==> config.mk <==
export PLATFORM = sky130hd
export DESIGN_NAME = agent_state_command_bridge_unit
export DESIGN_NICKNAME = d
export VERILOG_FILES = /design/src/rtl/core/ascb_pkg.sv /design/src/rtl/core/agent_state_command_bridge_unit.sv
export SDC_FILE = /design/constraint.sdc
export NUM_CORES = 2
export LEC_CHECK = 0
export BUFFER_PORTS_ARGS = -buffer_cell sky130_fd_sc_hd__buf_2
export CAP_MARGIN = 10
export CORE_MARGIN = 2
export CORE_UTILIZATION = 30
export CTS_CLUSTER_DIAMETER = 40
export CTS_CLUSTER_SIZE = 10
export DETAILED_ROUTE_END_ITERATION = 7
export GPL_TIMING_DRIVEN = 0
export SKIP_LAST_GASP = 1
export SYNTH_ARGS = -nofsm -noshare
export SYNTH_HDL_FRONTEND = slang
export SYNTH_SLANG_ARGS = --single-unit
==> constraint.sdc <==
create_clock -name aclk -period 19.95 [get_ports aclk]
set_input_delay 0.9975 -clock aclk [delete_from_list [all_inputs] [get_ports aclk]]
set_output_delay 0.9975 -clock aclk [all_outputs]
set_load 0.02 [all_outputs]
==> src/rtl/core/ascb_pkg.sv <==
`default_nettype none

package ascb_pkg;

    localparam int unsigned CFG_IDX_W  = 3;
    localparam int unsigned CFG_DATA_W = 32;

    typedef enum logic [CFG_IDX_W-1:0] {
        CFG_MAKER_VERSION  = 3'd0,
        CFG_NATIVE_VERSION = 3'd1,
        CFG_MAKER_MAX_TTL  = 3'd2,
        CFG_NATIVE_MAX_TTL = 3'd3,
        CFG_REQUIRED_CAPS  = 3'd4,
        CFG_FORBIDDEN_CAPS = 3'd5
    } cfg_idx_t;

    localparam logic [7:0]  MAKER_VERSION_RST  = 8'd1;
    localparam logic [7:0]  NATIVE_VERSION_RST = 8'd2;
    localparam logic [31:0] MAKER_MAX_TTL_RST  = 32'd30000;
    localparam logic [31:0] NATIVE_MAX_TTL_RST = 32'd300000;

    localparam logic [1:0] KIND_CMD      = 2'd0;
    localparam logic [1:0] KIND_CMD_BAD  = 2'd1;
    localparam logic [1:0] KIND_POLL     = 2'd2;

    localparam logic [7:0]  STATE_IDLE    = 8'd0;
    localparam logic [7:0]  STATE_MAX     = 8'd4;
    localparam logic [31:0] WORD_ALL_ONES = 32'hFFFF_FFFF;

    typedef enum logic [2:0] {
        OUT_DISPATCHED    = 3'd0,
        OUT_MALFORMED     = 3'd1,
        OUT_DROPPED       = 3'd2,
        OUT_DUPLICATE     = 3'd3,
        OUT_EXPIRED       = 3'd4,
        OUT_NOTHING       = 3'd5,
        OUT_EPOCH_CHANGED = 3'd6
    } outcome_t;

    typedef struct packed {
        logic [1:0]  kind;
        logic [7:0]  version;
        logic [7:0]  state_code;
        logic [15:0] reserved_bytes;
        logic [31:0] trans_num;
        logic [31:0] ttl_ms;
        logic [31:0] src_hash;
        logic [31:0] epoch_num;
        logic [31:0] now_ms;
        logic        link_connected;
        logic [31:0] link_capabilities;
        logic [31:0] restart_cnt;
    } in_beat_t;

    typedef struct packed {
        logic        dispatch_valid;
        logic [2:0]  dispatch_state;
        logic [31:0] dispatch_transition;
        logic        expiry_flag;
        outcome_t    outcome;
    } out_beat_t;

endpackage

`default_nettype wire

==> src/rtl/core/agent_state_command_bridge_unit.sv <==
// Agent state command bridge.
// Input channel (s_valid/s_ready): one beat is either a command (kind 0, 1 or 3)
// or a poll tick (kind 2), carrying the payload and the current USB epoch,
// time and link status. Output channel (m_valid/m_ready): exactly one result
// beat per input beat, in order, with dispatch fields and an outcome code.
// Configuration: cfg_wr_en/cfg_index/cfg_wdata write one register per cycle;
// only write while the block is idle.
// Path: a beat accepted into the input register sits there, is evaluated against
// the bridge state and lands in the output register as soon as that register is free.
// Throughput: one beat per cycle while m_ready is high; the evaluation is a single
// pass of compares, a TTL clamp and the deadline add between the two registers.
// Stall: when m_ready is low the result is held; the input register still
// takes one more beat, after which s_ready drops until the output drains.
// Reset (aresetn low, synchronous): both registers empty, configuration back
// to its defaults, no last command, expiry disarmed, session epoch zero.
`default_nettype none

module agent_state_command_bridge_unit (
    input  wire logic                              aclk,
    input  wire logic                              aresetn,

    input  wire logic                              cfg_wr_en,
    input  wire logic [ascb_pkg::CFG_IDX_W-1:0]    cfg_index,
    input  wire logic [ascb_pkg::CFG_DATA_W-1:0]   cfg_wdata,

    input  wire logic                              s_valid,
    output logic                                   s_ready,
    input  wire logic [1:0]                        s_kind,
    input  wire logic [7:0]                        s_version,
    input  wire logic [7:0]                        s_state_code,
    input  wire logic [15:0]                       s_reserved_bytes,
    input  wire logic [31:0]                       s_transition_id,
    input  wire logic [31:0]                       s_ttl_ms,
    input  wire logic [31:0]                       s_source_hash,
    input  wire logic [31:0]                       s_usb_epoch,
    input  wire logic [31:0]                       s_now_ms,
    input  wire logic                              s_link_connected,
    input  wire logic [31:0]                       s_link_capabilities,
    input  wire logic [31:0]                       s_peer_restarts,

    output logic                                   m_valid,
    input  wire logic                              m_ready,
    output logic                                   m_dispatch_valid,
    output logic [2:0]                             m_dispatch_state,
    output logic [31:0]                            m_dispatch_transition,
    output logic                                   m_ttl_expiry,
    output logic [2:0]                             m_outcome
);
    import ascb_pkg::*;

    // configuration
    logic [7:0]  maker_version_reg;
    logic [7:0]  native_version_reg;
    logic [31:0] maker_max_ttl_reg;
    logic [31:0] native_max_ttl_reg;
    logic [31:0] required_caps_reg;
    logic [31:0] forbidden_caps_reg;

    // pipeline
    logic      in_valid_reg;
    in_beat_t  in_beat_reg;
    logic      out_valid_reg;
    out_beat_t out_beat_reg;
    out_beat_t out_beat_next;
    logic      out_free;
    logic      advance;

    // bridge state
    logic [31:0] session_epoch_reg, session_epoch_next;
    logic        last_valid_reg, last_valid_next;
    logic [7:0]  last_version_reg, last_version_next;
    logic [2:0]  last_state_reg, last_state_next;
    logic [31:0] last_transition_reg, last_transition_next;
    logic [31:0] last_ttl_reg, last_ttl_next;
    logic [31:0] last_hash_reg, last_hash_next;
    logic [31:0] restarts_at_command_reg, restarts_at_command_next;
    logic        expiry_armed_reg, expiry_armed_next;
    logic [31:0] expiry_deadline_reg, expiry_deadline_next;
    logic [31:0] expiry_transition_reg, expiry_transition_next;

    // evaluation terms
    logic        epoch_same;
    logic        link_up;
    logic        restarted;
    logic        deadline_hit;
    logic [31:0] since_deadline;
    logic        base_ok;
    logic        is_maker;
    logic        is_native;
    logic        native_ttl_ok;
    logic        cmd_ok;
    logic [31:0] maker_ttl;
    logic [31:0] eff_ttl;
    logic        is_dup;
    logic        st_idle;

    assign out_free = !out_valid_reg || m_ready;
    assign advance  = in_valid_reg && out_free;
    assign s_ready  = !in_valid_reg || out_free;

    always_ff @(posedge aclk) begin
        if (!aresetn) begin
            maker_version_reg  <= MAKER_VERSION_RST;
            native_version_reg <= NATIVE_VERSION_RST;
            maker_max_ttl_reg  <= MAKER_MAX_TTL_RST;
            native_max_ttl_reg <= NATIVE_MAX_TTL_RST;
            required_caps_reg  <= '0;
            forbidden_caps_reg <= '0;
        end else if (cfg_wr_en) begin
            unique case (cfg_index)
                CFG_MAKER_VERSION:  maker_version_reg  <= cfg_wdata[7:0];
                CFG_NATIVE_VERSION: native_version_reg <= cfg_wdata[7:0];
                CFG_MAKER_MAX_TTL:  maker_max_ttl_reg  <= cfg_wdata;
                CFG_NATIVE_MAX_TTL: native_max_ttl_reg <= cfg_wdata;
                CFG_REQUIRED_CAPS:  required_caps_reg  <= cfg_wdata;
                CFG_FORBIDDEN_CAPS: forbidden_caps_reg <= cfg_wdata;
                default: ;
            endcase
        end
    end

    always_ff @(posedge aclk) begin
        if (!aresetn) begin
            in_valid_reg <= 1'b0;
        end else if (s_ready) begin
            in_valid_reg <= s_valid;
        end
    end

    always_ff @(posedge aclk) begin
        if (s_valid && s_ready) begin
            in_beat_reg <= '{kind:              s_kind,
                             version:           s_version,
                             state_code:        s_state_code,
                             reserved_bytes:    s_reserved_bytes,
                             trans_num:         s_transition_id,
                             ttl_ms:            s_ttl_ms,
                             src_hash:          s_source_hash,
                             epoch_num:         s_usb_epoch,
                             now_ms:            s_now_ms,
                             link_connected:    s_link_connected,
                             link_capabilities: s_link_capabilities,
                             restart_cnt:       s_peer_restarts};
        end
    end

    always_comb begin
        epoch_same = (in_beat_reg.epoch_num == session_epoch_reg);
        link_up    = in_beat_reg.link_connected
                  && ((in_beat_reg.link_capabilities & required_caps_reg) == required_caps_reg)
                  && ((in_beat_reg.link_capabilities & forbidden_caps_reg) == 32'd0);
        restarted      = last_valid_reg
                      && (in_beat_reg.restart_cnt != restarts_at_command_reg);
        since_deadline = in_beat_reg.now_ms - expiry_deadline_reg;
        deadline_hit   = !since_deadline[31];

        st_idle   = (in_beat_reg.state_code == STATE_IDLE);
        base_ok   = (in_beat_reg.kind == KIND_CMD)
                 && (in_beat_reg.epoch_num != 32'd0)
                 && (in_beat_reg.reserved_bytes == 16'd0)
                 && (in_beat_reg.trans_num != 32'd0)
                 && (in_beat_reg.state_code <= STATE_MAX);
        is_maker  = (in_beat_reg.version == maker_version_reg);
        is_native = !is_maker && (in_beat_reg.version == native_version_reg);
        native_ttl_ok = st_idle ? (in_beat_reg.ttl_ms == 32'd0)
                                : ((in_beat_reg.ttl_ms != 32'd0)
                                   && (in_beat_reg.ttl_ms <= native_max_ttl_reg));
        cmd_ok    = base_ok && (is_maker || (is_native && native_ttl_ok));

        maker_ttl = (in_beat_reg.ttl_ms > maker_max_ttl_reg) ? maker_max_ttl_reg
                                                             : in_beat_reg.ttl_ms;
        if (is_maker) begin
            eff_ttl = st_idle ? 32'd0 : maker_ttl;
        end else begin
            eff_ttl = in_beat_reg.ttl_ms;
        end

        is_dup = epoch_same && last_valid_reg
              && (last_version_reg == in_beat_reg.version)
              && (in_beat_reg.state_code[7:3] == 5'd0)
              && (last_state_reg == in_beat_reg.state_code[2:0])
              && (last_transition_reg == in_beat_reg.trans_num)
              && (last_ttl_reg == eff_ttl)
              && (last_hash_reg == in_beat_reg.src_hash);
    end

    always_comb begin
        session_epoch_next       = session_epoch_reg;
        last_valid_next          = last_valid_reg;
        last_version_next        = last_version_reg;
        last_state_next          = last_state_reg;
        last_transition_next     = last_transition_reg;
        last_ttl_next            = last_ttl_reg;
        last_hash_next           = last_hash_reg;
        restarts_at_command_next = restarts_at_command_reg;
        expiry_armed_next        = expiry_armed_reg;
        expiry_deadline_next     = expiry_deadline_reg;
        expiry_transition_next   = expiry_transition_reg;

        out_beat_next = '{dispatch_valid:      1'b0,
                          dispatch_state:      3'd0,
                          dispatch_transition: 32'd0,
                          expiry_flag:         1'b0,
                          outcome:             OUT_NOTHING};

        if (in_beat_reg.kind == KIND_POLL) begin
            if (!epoch_same) begin
                session_epoch_next    = in_beat_reg.epoch_num;
                last_valid_next       = 1'b0;
                expiry_armed_next     = 1'b0;
                out_beat_next.outcome = OUT_EPOCH_CHANGED;
            end else if (!link_up || restarted) begin
                last_valid_next       = 1'b0;
                expiry_armed_next     = 1'b0;
                out_beat_next.outcome = (last_valid_reg || expiry_armed_reg) ? OUT_DROPPED
                                                                             : OUT_NOTHING;
            end else if (expiry_armed_reg && deadline_hit) begin
                expiry_armed_next                 = 1'b0;
                out_beat_next.dispatch_valid      = 1'b1;
                out_beat_next.dispatch_transition = expiry_transition_reg;
                out_beat_next.expiry_flag         = 1'b1;
                out_beat_next.outcome             = OUT_EXPIRED;
            end
        end else begin
            if (!epoch_same) begin
                session_epoch_next = in_beat_reg.epoch_num;
                last_valid_next    = 1'b0;
                expiry_armed_next  = 1'b0;
            end
            if (!cmd_ok) begin
                out_beat_next.outcome = OUT_MALFORMED;
            end else if (!link_up) begin
                last_valid_next       = 1'b0;
                expiry_armed_next     = 1'b0;
                out_beat_next.outcome = OUT_DROPPED;
            end else if (is_dup) begin
                out_beat_next.outcome = OUT_DUPLICATE;
            end else begin
                last_valid_next          = 1'b1;
                last_version_next        = in_beat_reg.version;
                last_state_next          = in_beat_reg.state_code[2:0];
                last_transition_next     = in_beat_reg.trans_num;
                last_ttl_next            = eff_ttl;
                last_hash_next           = in_beat_reg.src_hash;
                restarts_at_command_next = in_beat_reg.restart_cnt;
                expiry_armed_next        = !st_idle && (eff_ttl != 32'd0);
                expiry_deadline_next     = in_beat_reg.now_ms + eff_ttl;
                expiry_transition_next   = (in_beat_reg.trans_num == WORD_ALL_ONES)
                                         ? 32'd1 : in_beat_reg.trans_num + 32'd1;
                out_beat_next.dispatch_valid      = 1'b1;
                out_beat_next.dispatch_state      = in_beat_reg.state_code[2:0];
                out_beat_next.dispatch_transition = in_beat_reg.trans_num;
                out_beat_next.outcome             = OUT_DISPATCHED;
            end
        end
    end

    always_ff @(posedge aclk) begin
        if (!aresetn) begin
            session_epoch_reg <= '0;
            last_valid_reg    <= 1'b0;
            expiry_armed_reg  <= 1'b0;
        end else if (advance) begin
            session_epoch_reg <= session_epoch_next;
            last_valid_reg    <= last_valid_next;
            expiry_armed_reg  <= expiry_armed_next;
        end
    end

    always_ff @(posedge aclk) begin
        if (!aresetn) begin
            last_version_reg        <= '0;
            last_state_reg          <= '0;
            last_transition_reg     <= '0;
            last_ttl_reg            <= '0;
            last_hash_reg           <= '0;
            restarts_at_command_reg <= '0;
            expiry_deadline_reg     <= '0;
            expiry_transition_reg   <= '0;
        end else if (advance) begin
            last_version_reg        <= last_version_next;
            last_state_reg          <= last_state_next;
            last_transition_reg     <= last_transition_next;
            last_ttl_reg            <= last_ttl_next;
            last_hash_reg           <= last_hash_next;
            restarts_at_command_reg <= restarts_at_command_next;
            expiry_deadline_reg     <= expiry_deadline_next;
            expiry_transition_reg   <= expiry_transition_next;
        end
    end

    always_ff @(posedge aclk) begin
        if (!aresetn) begin
            out_valid_reg <= 1'b0;
        end else if (out_free) begin
            out_valid_reg <= in_valid_reg;
        end
    end

    always_ff @(posedge aclk) begin
        if (advance) begin
            out_beat_reg <= out_beat_next;
        end
    end

    assign m_valid               = out_valid_reg;
    assign m_dispatch_valid      = out_beat_reg.dispatch_valid;
    assign m_dispatch_state      = out_beat_reg.dispatch_state;
    assign m_dispatch_transition = out_beat_reg.dispatch_transition;
    assign m_ttl_expiry          = out_beat_reg.expiry_flag;
    assign m_outcome             = out_beat_reg.outcome;

    // an armed expiry always belongs to a held command
    assert property (@(posedge aclk) disable iff (!aresetn)
        expiry_armed_reg |-> last_valid_reg)
        else $error("expiry armed without a held command");

    assert property (@(posedge aclk) disable iff (!aresetn)
        (m_valid && m_dispatch_valid) |->
            (m_outcome == OUT_DISPATCHED || m_outcome == OUT_EXPIRED))
        else $error("dispatch with non-dispatch outcome");

    assert property (@(posedge aclk) disable iff (!aresetn)
        (m_valid && m_ttl_expiry) |->
            (m_dispatch_valid && m_dispatch_state == 3'd0 && m_outcome == OUT_EXPIRED))
        else $error("expiry beat is not an idle dispatch");

    assert property (@(posedge aclk) disable iff (!aresetn)
        !s_ready |-> (in_valid_reg && out_valid_reg && !m_ready))
        else $error("input stalled without a full pipeline");

    assert property (@(posedge aclk) disable iff (!aresetn)
        (!advance && !$past(!aresetn)) |=> $stable(session_epoch_reg))
        else $error("state changed without an evaluated beat");

endmodule

`default_nettype wire
# After elaboration in Yosys (flattened, before gate mapping)
# Index checks and enable logic that the tools add are counted.
[word_totals] reg_bits=682 latch_bits=0 mem_bits_rw=0 romBits=0 out_inout_bits=42 mem_count=0
[op_classes] add_sub_neg=3 mul=0 div=0 n_lt_le_gt_ge=3 n_eq_ne=19 shift=0 mux=38 bitwise=7 n_reduce_logical=56
[op_table] operator="equality test 32 bit" n=5
[op_table] operator="two-way mux 32 bit" n=5
[op_table] operator="two-way mux 36 bit" n=4
[op_table] operator="nonzero test 32 bit" n=4
[op_table] operator="two-way mux 33 bit" n=2
[op_table] operator="AND 32 bit" n=2
[op_table] operator="logical NOT 32 bit" n=2
[op_table] operator="adder 32 x 1 -> 32 bit, second input constant" n=1
[op_table] operator="adder 32 bit" n=1
[op_table] operator="equality test 32 bit, second input constant" n=1
[op_table] operator="> comparator 32 bit" n=1
[op_table] operator="<= comparator 32 bit" n=1
[op_table] operator="inequality test 32 bit" n=1
[op_table] operator="subtractor 32 bit" n=1
[op_table] operator="equality test 8 bit" n=3
[op_table] operator="logical AND 1 bit" n=22
[op_table] operator="two-way mux 1 bit" n=20
[op_table] operator="two-way mux 3 bit" n=6
[op_table] operator="AND reduction 2 bit" n=9
[op_table] operator="logical NOT 16 bit" n=1
[op_table] operator="<= comparator 8 x 3 -> 1 bit, second input constant" n=1
[op_table] operator="logical NOT 8 bit" n=1
[op_table] operator="equality test 3 x 2 -> 1 bit, second input constant" n=2
[op_table] operator="equality test 3 bit, second input constant" n=2
[op_table] operator="15 further kinds" n=28

# Logic depth before layout (Yosys ltp)
[depth] word_depth=12 depth_mapped=27 depth_no_buf=23

# Worst setup path after synthesis
# Ideal clock, no wire load.
[synth_path] path_type="input to register" startpoint="in m_ready" endpoint="reg in_beat_reg[0] (netlist bit), enable pin" t_arrival_ps=7177 required_ps=19297 path_slack_ps=12121 stages=3 path_cell_list="nor2b_1 nand2_1 and2_1"
[synth_between] elab_chain_cells=3
[synth_rtl] element="start: declaration" line_no="agent_state_command_bridge_unit.sv:42" text="input wire logic m_ready,"
[synth_rtl] element="logical OR 1 bit" line_no="agent_state_command_bridge_unit.sv:97" text="assign out_free = !out_valid_reg || m_ready;"
[synth_rtl] element="logical OR 1 bit" line_no="agent_state_command_bridge_unit.sv:99" text="assign s_ready = !in_valid_reg || out_free;"
[synth_rtl] element="named net s_ready" line_no="agent_state_command_bridge_unit.sv:27" text="output logic s_ready,"
[synth_rtl] element="logical AND 1 bit" line_no="agent_state_command_bridge_unit.sv:131" text="if (s_valid && s_ready) begin"
[synth_rtl] element="end signal: assignment" line_no="agent_state_command_bridge_unit.sv:132" text="in_beat_reg <= '{kind: s_kind,"
[synth_rtl] element="end: declaration" line_no="agent_state_command_bridge_unit.sv:61" text="in_beat_t in_beat_reg;"
# The timed path passes the listed nets, and every way through them passes these cells.
# A chain may end at the register's enable or synchronous reset.

# Final worst setup path
[layout_path] startpoint="reg in_beat_reg[192] (netlist bit)" endpoint="reg expiry_deadline_reg[30]"
[layout_between] elab_chain_cells=9
[layout_rtl] element="> comparator 32 bit *" line_no="agent_state_command_bridge_unit.sv:170" text="maker_ttl = (in_beat_reg.ttl_ms > maker_max_ttl_reg) ? maker_max_ttl_reg"
[layout_rtl] element="two-way mux 32 bit *" line_no="agent_state_command_bridge_unit.sv:170"
[layout_rtl] element="two-way mux 32 bit *" line_no="agent_state_command_bridge_unit.sv:173" text="eff_ttl = st_idle ? 32'd0 : maker_ttl;"
[layout_rtl] element="two-way mux 32 bit *" line_no="agent_state_command_bridge_unit.sv:172" text="if (is_maker) begin"
[layout_rtl] element="named net eff_ttl[0]" line_no="agent_state_command_bridge_unit.sv:93" text="logic [31:0] eff_ttl;"
[layout_rtl] element="branches (longest 5 deep; another with adder 32 bit)"
[layout_rtl] element="end signal: assignment" line_no="agent_state_command_bridge_unit.sv:287" text="expiry_deadline_reg <= expiry_deadline_next;"
[layout_rtl] element="end: declaration" line_no="agent_state_command_bridge_unit.sv:78" text="logic [31:0] expiry_deadline_reg, expiry_deadline_next;"
# Mark *: on every way through the listed nets, which the timed path passes.

==> summary.md <==
| Metric | Value |
|---|---|
| Net Sw Frac | `24.7%` |
| Chip Width | `334 µm` |
| Top FF cell, synth | `sky130_fd_sc_hd__dfxtp_1` |
| Worst Setup Slack, final | `12.44 ns` |
| Post-synthesis cell type with the largest combined area | `sky130_fd_sc_hd__edfxtp_1` |
| Core ar. | `109000 µm²` |
| Global-route wire length before repair | `166000 µm` |
| Critical setup path kind | `register to register` |
| Number of synthesized register bits | `682` |
| Placement Setup Slack | `12.70 ns` |
| Post-synthesis mux area share | `7.56%` |
| Standard-cell rows | `121` |
| Relative slew margins | `27.3%` |
| Post-Synth XOR/XNOR Area | `5.78%` |
| Remaining number of nets flagged by the antenna check after routing | `0` |
| Outcome | `completed` |
| Mean area per synthesized cell | `10.1 µm²` |
| Cell with the largest stage delay on the worst path | `sky130_fd_sc_hd__edfxtp_1` |
| Most frequent cell after synthesis | `sky130_fd_sc_hd__nand2_1` |
| Crit start category | `register` |
| Setup Buffers After CTS | `0` |
| Dominant combinational cell family by area after synthesis | `simple AND/OR/NAND/NOR gates` |
| Power share of the clock group | `50.8%` |
| Clock Skews | `0.0435 ns` |
| Area of the die | `112000 µm²` |
| Proportion of layout cells with a drive suffix above 1 | `15.4%` |
| Hold path startpoint | `expiry_deadline_reg[1]$_SDFFE_PN0P_` |
| Leak | `0.0163 µW` |
| Buffers on Ports | `339` |
| Synth top cells by count | `405 x sky130_fd_sc_hd__nand2_1, 383 x sky130_fd_sc_hd__dfxtp_1, 299 x sky130_fd_sc_hd__edfxtp_1` |
| Count of cells along the worst register-to-register path | `26` |
| Reg clk slew, reported paths | `0.05 ns` |
| Clock Latency Late Sink | `0.70 ns` |
| Worst vdd ir | `0.0000729 V` |
| Clock buffer count from CTS | `106` |
| Endpoint of the worst-slack reg-to-reg timing path | `expiry_deadline_reg[30]$_SDFFE_PN0P_` |
| Synthesized netlist net count | `3649` |
| Number of placed instances, taps included | `4982` |
| Number of hold violations in the final report | `0` |
| Post-synthesis to final-layout area growth | `22.5%` |
| Overall routed net length | `114000 µm` |
| DR top layer | `met5` |
| Final period demand of the worst path | `7.51 ns` |
| Worst stage delay on the critical path | `0.68 ns` |
| Root cell of the clock tree | `sky130_fd_sc_hd__clkbuf_16` |
| Psw | `927 µW` |
| Total power per unit cell area | `93.6 nW/µm²` |
| Sum of buffers and inverters on the critical path | `5` |
| Met2 routed WL | `51400 µm` |
| Antenna violations before repair | `33` |
| Critical Path End Type | `register` |
| Area fraction of the dominant cell type after synthesis | `27.5%` |
| Number of enable-type register cells in the synthesized netlist | `299` |
| Max reg flops | `259` |
| CTS Sinks | `682` |
| Fmax | `133 MHz` |
| Max cap viols | `0` |
| HPWL Detailed | `87500 µm` |
| Via density per instance | `5.11` |
| Kind of cell adding the most delay to the critical path | `compound AO/OA/AOI/OAI gates` |
| H-tree lvl count | `3` |
| Slack of the worst reg-to-reg path | `12.44 ns` |
| Total GRT Usage | `20.0%` |
| Via count of the first global-routing pass | `25996` |
| Total vias in the final route | `26547` |
| Gate power share | `7.6%` |
| Int Power | `2820 µW` |
| Met1 wire length | `48900 µm` |
| Cell area reported after detailed placement | `36300 µm²` |
| TritonCTS clock tree | `built` |
| Final sum of negative setup slack | `0 ns` |
| Sequential cell fraction of total power | `41.6%` |
| Simple logic cell fraction of the synthesized area | `16.1%` |
| I/O pin count | `341` |
| RSZ-0062 raised after global routing | `no` |
| Slew of the pin with the lowest slew margin | `1.09 ns` |
| Post-layout instance area | `40100 µm²` |
| Vert. Die Dim | `334 µm` |
| Mapped cell area | `32700 µm²` |
| Fraction of synthesis flops using an asynchronous set or reset pin | `0%` |
| Peak fanout along the critical path | `10` |
| Cell types with the largest area share after synthesis | `sky130_fd_sc_hd__edfxtp_1 27%, sky130_fd_sc_hd__dfxtp_1 23%, sky130_fd_sc_hd__mux2i_1 7.5%, sky130_fd_sc_hd__ha_1 4.9%, sky130_fd_sc_hd__nand2_1 4.6%` |
| Period Utilization, post-route | `37.6%` |
| Worst path required time | `20.46 ns` |
| Routed wirelength normalized by instance count | `21.9 µm` |
| DRC marker count from the first detailed-route iteration | `2300` |
| Final setup violation count | `0` |
| Source of the worst register-to-register timing path | `in_beat_reg[192]$_DFFE_PP_` |
| Placer's final routability congestion estimate | `0.987` |
| Met3 Wirelength | `8260 µm` |
| Hold buffers post-CTS | `0` |
| Share of synthesized area occupied by flip-flops and latches | `50.9%` |
| Adder-Cell Fraction of Synth Area | `4.92%` |
| Count of nets after finishing | `4103` |
| Synthesis Warnings | `0` |
| Layout Cells excl Fill | `5192` |
| Cell variety after synth | `83` |
| Max clock buf depth | `3` |
| Largest net degree at the start of global routing | `72` |
| Remaining routing DRC violations | `0` |
| Resized cells post-CTS | `0` |
| Initial core utilization | `30.1%` |
| Worst hold path stage count | `2` |
| Grt total ovfl | `0` |
| Post-synthesis compound-gate area fraction | `10.9%` |
| Max-slew violation count | `0` |
| Worst Path Arrival | `8.02 ns` |
| Length of the first detailed-routing pass in iterations | `6` |
| Hold endpoint | `expiry_deadline_reg[1]$_SDFFE_PN0P_` |
| Class of the worst hold path | `register to register` |
| Post-synthesis cell count | `3222` |
worst register-to-register path: stages, from the launching register on:
cell	delay (ns)
sky130_fd_sc_hd__edfxtp_1	0.68
sky130_fd_sc_hd__ha_1	0.49
sky130_fd_sc_hd__nand4_2	0.23
sky130_fd_sc_hd__a211oi_1	0.43
sky130_fd_sc_hd__a211oi_2	0.14
sky130_fd_sc_hd__a22o_1	0.23
sky130_fd_sc_hd__buf_4	0.20
sky130_fd_sc_hd__a21oi_4	0.22
sky130_fd_sc_hd__buf_6	0.20
sky130_fd_sc_hd__clkbuf_1	0.49
sky130_fd_sc_hd__clkbuf_1	0.45
sky130_fd_sc_hd__a22o_1	0.40
sky130_fd_sc_hd__ha_1	0.26
sky130_fd_sc_hd__inv_1	0.07
sky130_fd_sc_hd__fa_1	0.43
sky130_fd_sc_hd__nor2b_1	0.16
sky130_fd_sc_hd__o31a_1	0.24
sky130_fd_sc_hd__o221ai_1	0.22
sky130_fd_sc_hd__o211ai_1	0.31
sky130_fd_sc_hd__a21oi_1	0.14
sky130_fd_sc_hd__o31ai_1	0.36
sky130_fd_sc_hd__a221oi_1	0.20
sky130_fd_sc_hd__o21ai_0	0.36
sky130_fd_sc_hd__o41ai_1	0.13
sky130_fd_sc_hd__xnor2_1	0.13
sky130_fd_sc_hd__mux2i_1	0.13
sky130_fd_sc_hd__nor2_1	0.05
cell usage in the layout, fill, tap and decap left out, types with 29 or more instances in the layout:
cell | netlist | layout
sky130_fd_sc_hd__nand2_1 | 405 | 405
sky130_fd_sc_hd__dfxtp_1 | 383 | 383
sky130_fd_sc_hd__buf_2 | 15 | 355
sky130_fd_sc_hd__edfxtp_1 | 299 | 299
sky130_fd_sc_hd__nor2_1 | 296 | 296
sky130_fd_sc_hd__mux2i_1 | 246 | 246
sky130_fd_sc_hd__a21oi_1 | 212 | 212
sky130_fd_sc_hd__clkbuf_1 | 109 | 139
sky130_fd_sc_hd__inv_1 | 131 | 131
sky130_fd_sc_hd__ha_1 | 127 | 127
sky130_fd_sc_hd__xnor2_1 | 116 | 116
sky130_fd_sc_hd__clkbuf_16 | 0 | 112
sky130_fd_sc_hd__xor2_1 | 100 | 100
sky130_fd_sc_hd__nand4_1 | 88 | 88
sky130_fd_sc_hd__nor4_1 | 87 | 87
sky130_fd_sc_hd__o21ai_0 | 62 | 62
sky130_fd_sc_hd__a22o_1 | 62 | 62
sky130_fd_sc_hd__nand3_1 | 47 | 47
sky130_fd_sc_hd__nor2b_1 | 38 | 37
sky130_fd_sc_hd__nor3_1 | 36 | 36
sky130_fd_sc_hd__nand2b_1 | 34 | 34
sky130_fd_sc_hd__a21o_1 | 29 | 29
cell type report:
type / count / area, µm²
clock buffers: 148 / 3000
plain buffers: 161 / 792
diodes: 9 / 22.5
multi-input cells: 2248 / 14800
well taps: 1414 / 1770
repair buffers: 346 / 1850
fillers: 10810 / 68500
inverters: 131 / 492
flip-flops and latches: 682 / 16600
clock inverters: 53 / 712
layer usage:
layer | global-route usage, % | vias up
met3 | 4.77 | 314
li1 | - | 12526
met2 | 32.1 | 978
met5 | 0 | -
met4 | 8.08 | 36
met1 | 25.7 | 12693
metrics by stage:
step	hold slack (ns)	power [µW]	utilization [%]
floorplan	0.432	1740	-
global placement	0.441	1880	33.3
detailed placement	0.445	1870	33.5
CTS	0.429	3780	36.9
global route	0.444	3880	36.9
finish	0.449	3750	36.9
worst max-delay path by stage:
stage                                from                                   end  slack, ns  depth (start not counted)
6_report       in_beat_reg[192]$_DFFE_PP_  expiry_deadline_reg[30]$_SDFFE_PN0P_      12.44                         26
5_1_grt        in_beat_reg[192]$_DFFE_PP_  expiry_deadline_reg[30]$_SDFFE_PN0P_      12.21                         26
4_1_cts        in_beat_reg[192]$_DFFE_PP_  expiry_deadline_reg[30]$_SDFFE_PN0P_      12.66                         26
3_5_place_dp   in_beat_reg[192]$_DFFE_PP_  expiry_deadline_reg[30]$_SDFFE_PN0P_      12.70                         26
3_3_place_gp                      m_ready            in_beat_reg[171]$_DFFE_PP_       9.05                          4
2_1_floorplan                     m_ready              in_beat_reg[0]$_DFFE_PP_      12.12                          3
kinds of logic (layout without fill, tap and decap cells):
kind of cell / after synthesis / in the layout
adders and majority gates: 128 / 128
other: 0 / 9
AOI/OAI and AO/OA: 534 / 534
buffers and inverters: 292 / 839
and+or+nand+nor: 1123 / 1123
DFF: 682 / 682
muxes: 247 / 247
xor gates and xnor gates: 216 / 216
power by group through the flow:
stage               Combinational [µW]  Clock, µW  Sequential, µW
global placement                   278          0            1600
global route                       314       2000            1560
detailed placement                 284          0            1590
floorplan                          167          0            1570
CTS                                286       1940            1560
finish                             286       1900            1560
No activity file was read; power rests on OpenSTA's default activity.
